===== config.mk =====
export PLATFORM = sky130hd
export DESIGN_NAME = sstmp_modaddsub
export DESIGN_NICKNAME = d
export VERILOG_FILES = /design/src/hdl/subset_sum_transform_mod_prime_top_macros.svh /design/src/hdl/sstmp_pkg.sv /design/src/hdl/sstmp_modaddsub.sv
export SDC_FILE = /design/constraint.sdc
export NUM_CORES = 1
export LEC_CHECK = 0
export BUFFER_PORTS_ARGS = -buffer_cell sky130_fd_sc_hd__buf_2
export CAP_MARGIN = 10
export CORE_ASPECT_RATIO = 1.4
export CORE_UTILIZATION = 35
export DETAILED_ROUTE_END_ITERATION = 8
export GPL_TIMING_DRIVEN = 1
export PLACE_DENSITY = 0.55
export SLEW_MARGIN = 10
export SYNTH_ARGS = -nofsm -noshare
export SYNTH_HDL_FRONTEND = slang
export SYNTH_SLANG_ARGS = --single-unit
export TNS_END_PERCENT = 5

===== constraint.sdc =====
create_clock -name vclk -period 8.2
set_input_delay 1.23 -clock vclk [all_inputs]
set_output_delay 1.23 -clock vclk [all_outputs]
set_load 0.05 [all_outputs]

===== src/hdl/subset_sum_transform_mod_prime_top_macros.svh =====
// Assertion macros used by the RTL of the subset-sum transform block.
// Each macro expects signals named clk and rst_n in the scope where it is used.
`ifndef SUBSET_SUM_TRANSFORM_MOD_PRIME_TOP_MACROS_SVH
`define SUBSET_SUM_TRANSFORM_MOD_PRIME_TOP_MACROS_SVH

// The consequent must hold in the same cycle as the antecedent.
`define SSTMP_ASSERT_NOW(label, ante, cons, msg) \
    label: assert property (@(posedge clk) disable iff (!rst_n) (ante) |-> (cons)) \
        else $error(msg);

// The consequent must hold in the cycle after the antecedent.
`define SSTMP_ASSERT_NEXT(label, ante, cons, msg) \
    label: assert property (@(posedge clk) disable iff (!rst_n) (ante) |=> (cons)) \
        else $error(msg);

`endif


===== src/hdl/sstmp_pkg.sv =====
package sstmp_pkg;

    localparam int MAX_LOG = 16;
    localparam int ADDR_W  = MAX_LOG;
    localparam int INDEX_W = 16;
    localparam int VAL_W   = 30;
    localparam int LOG_W   = 5;
    localparam int CMD_W   = 2;

    localparam logic [31:0] PRIME_MOD = 32'd1000000007;

    localparam logic [CMD_W-1:0] CMD_WRITE = 2'd0;
    localparam logic [CMD_W-1:0] CMD_READ  = 2'd1;
    localparam logic [CMD_W-1:0] CMD_XFORM = 2'd2;

    // Operands of the shared modular add/subtract unit.
    typedef struct packed {
        logic             sub;
        logic [VAL_W-1:0] a;
        logic [VAL_W-1:0] b;
    } mod_op_t;

endpackage


===== src/hdl/sstmp_modaddsub.sv =====
// Modular add or subtract with one conditional correction by the prime.
module sstmp_modaddsub (
    input  sstmp_pkg::mod_op_t             op,
    output logic [sstmp_pkg::VAL_W-1:0]    result
);

    logic [31:0] a_ext;
    logic [31:0] b_ext;
    logic [31:0] addend;
    logic [31:0] sum;
    logic [31:0] reduced;

    always_comb
    begin
        a_ext   = 32'(op.a);
        b_ext   = 32'(op.b);
        addend  = op.sub ? (sstmp_pkg::PRIME_MOD - b_ext) : b_ext;
        sum     = a_ext + addend;
        reduced = (sum >= sstmp_pkg::PRIME_MOD) ? (sum - sstmp_pkg::PRIME_MOD) : sum;
        result  = reduced[sstmp_pkg::VAL_W-1:0];
    end

endmodule


==> impl_results.md <==
- Status: finished, final reports clean
- Clkbuf count: 0
- # IOs: a little over 90
- CP endpoint kind: output port
- Crit Path Max Fanout: 14
- Post-route DRC: 0
- Initial antenna violation count: 0
- Kind of critical path: in2out
- Final core occ: 0.417
- Post-detailed-placement half-perimeter wirelength: 8670 µm
- Seq_cells: 0
- Mapped Cells: approximately 520
- Vias in the first global route: between 3,000 and 4,000
- Multi-input logic area: between 3000 and 4000 µm²
- Die Ht: 119 µm
- Max cap viols: 0
- Pwr dens: between 200 and 250 nW/µm²
- CP startpoint kind: primary input
- Global Route Usage Sum: 0.199
- Vias per cell: about 5.6
- Post-Route WL: 10,000 µm
- Max Clock Freq: ~0.13 GHz
- Crit-path slowest cell: or3_1
- DR iter-0 viols: 190
- Synthesis Warnings: 0
- Area grow syn2layout: 15.8%
- Final Wtd Congestion: around 0.85
- Fin crit share: 0.931
- Core area: 9460 µm²
- Slew HR: 0.431
- IO buf count: 91
- Num rows: 42
- Wire length per cell: 14.2 µm
- Remaining Overflow, GRT: 0
- Die W: between 80 and 90 µm
- Max VDD drop: 0.000237 V
- Post-synthesis sequential area ratio: 0
- Initial Util: 0.360
- CP required: 6970 ps
- Largest net degree at the start of global routing: 32
- Final Setup Violations: 0
- Drt pass-1 iters: 4
- Post-synthesis net count: ~610
- DRT antenna net count: 0
- Via total after detailed routing: around 4,000
- Total area of sequential cells: 0 µm²
- Global-route wire length before repair: 17,000 µm
- Synth unique cells: between 60 and 70
- Min Tclk post-route: about 7600 ps
- Max stage delay on crit path: ~420 ps
- Slew Viols, Final: 0
- Min-Delay Path Class: in2out
- Total leakage power: between 1.5 and 2 nW
- Worst Max-Slew Pin Slew: 848 ps
- Fin nets: 693
- Share of cells above drive strength 1: 0.189
- Ant. Diodes: 0
- RSZ-0062 raised after global routing: no
- Post-Synthesis Cell Area: roughly 3400 µm²
- Mean Syn Cell Area: ~6.6 µm²
- Fin. Hold Viols: 0
- Die area: just over 10,000 µm²
- Crit-path cells: buf_2, or3_1, o41a_1, o21a_1, nor3_1, nor2_1, o211a_1, xor2_1, ha_1, nand2_1, o21ai_0, a211oi_1, or2_2, o2111ai_1, a31oi_1, xnor2_1, o2bb2ai_1, o31ai_4, or3_1, xor2_1, buf_2
- Critical Path AT: 6410 ps
- Filler cells: approximately 1,000
- Setup_tns: 0 ps
==> cells in the mapped netlist, types with 6 or more instances <==
master	instances	area (µm²)
ha_1	32	400
a31oi_1	6	37.5
or3_1	10	62.6
nor3_1	15	75.1
inv_1	18	67.6
a211oi_1	7	52.6
clkbuf_1	6	22.5
and2_1	9	56.3
o21ai_0	33	165
a21o_1	11	82.6
xor2_1	23	201
xnor2_1	44	385
nand3_1	11	55.1
nand2_1	65	244
o21bai_1	6	45.0
nand4_1	6	37.5
a21oi_1	41	205
o31ai_1	6	45.0
nor2_1	58	218
and3_1	11	68.8
nand2b_1	10	62.6
==> placed cells by master (no fill, tap or decap), drive strengths merged, types with 6 or more instances in the layout <==
| cell | n |
|---|---|
| a21oi | 42 |
| and2 | 9 |
| nand4 | 6 |
| nor2 | 58 |
| or3 | 10 |
| o31ai | 8 |
| nand3 | 11 |
| inv | 18 |
| o21bai | 6 |
| buf | 91 |
| a31oi | 6 |
| nand2b | 10 |
| nor3 | 17 |
| nand2 | 65 |
| and3 | 11 |
| xnor2 | 44 |
| ha | 32 |
| xor2 | 23 |
| a21o | 11 |
| o21ai | 36 |
| a211oi | 8 |
==> metrics by stage <==
stage | instances | setup slack [ps] | power (mW) | hold WS (ps) | area [µm²]
after global placement | 706 | 533 | 0.931 | 2990 | 3930
after detailed placement | 706 | 540 | 0.933 | 3000 | 3930
after floorplan | 519 | 966 | 0.748 | 2940 | 3410
after global routing | 707 | 60.4 | 1.02 | 3040 | 3950
final | 707 | 563 | 0.939 | 2990 | 3950
after CTS | 706 | 494 | 0.937 | 3000 | 3930
==> worst max-delay path: cells and delay by family <==
kind | cells | cell delay (ps)
AO/OA/AOI/OAI | 9 | 2210
AND/OR/NAND/NOR | 6 | 1530
XOR/XNOR | 3 | 670
adder cells (fa/ha/maj) | 1 | 400
buffers and inverters | 2 | 370
==> power breakdown <==
| part | internal, mW | leakage, nW | total, mW | switching [mW] |
|---|---|---|---|---|
| Sequential | 0 | 0 | 0 | 0 |
| Clock | 0 | 0 | 0 | 0 |
| Combinational | 0.273 | 1.80 | 0.939 | 0.666 |
| Total | 0.273 | 1.80 | 0.939 | 0.666 |
==> cell families (layout without fill, tap and decap cells) <==
group	after synthesis	count (layout)	share of synthesized area
mux	2	2	0.00624
simple gates	218	218	0.308
buf+inv	32	109	0.0418
compound gates	167	168	0.349
xor+xnor	67	67	0.172
fa+ha+maj	33	33	0.123
==> final cells by class <==
type | instances | area share
inverter | 18 | 0.0171
multi-input combinational | 488 | 0.833
tap | 110 | 0.0349
timing repair buffer | 91 | 0.115
==> per-layer routing <==
layer  vias up  GRT usage  share of wire
met3        21    0.00209          0.025
met5         -          0              0
met2       100      0.446           0.59
li1       2057          -              -
met1      1792      0.192           0.37
met4         0     0.0375          0.022
==> final timing paths <==
path,cells after the start,start,slack (ps),to
setup / recovery,21,op[4],560,result[15]
hold / removal,4,op[30],2990,result[0]
==> timing repair <==
action | CTS | global route
setup endpoints to repair | 0 | 25
gates resized for setup | 0 | 1
setup buffers | 0 | 0
hold buffers | 0 | 0
No activity file was read; power rests on OpenSTA's default activity.
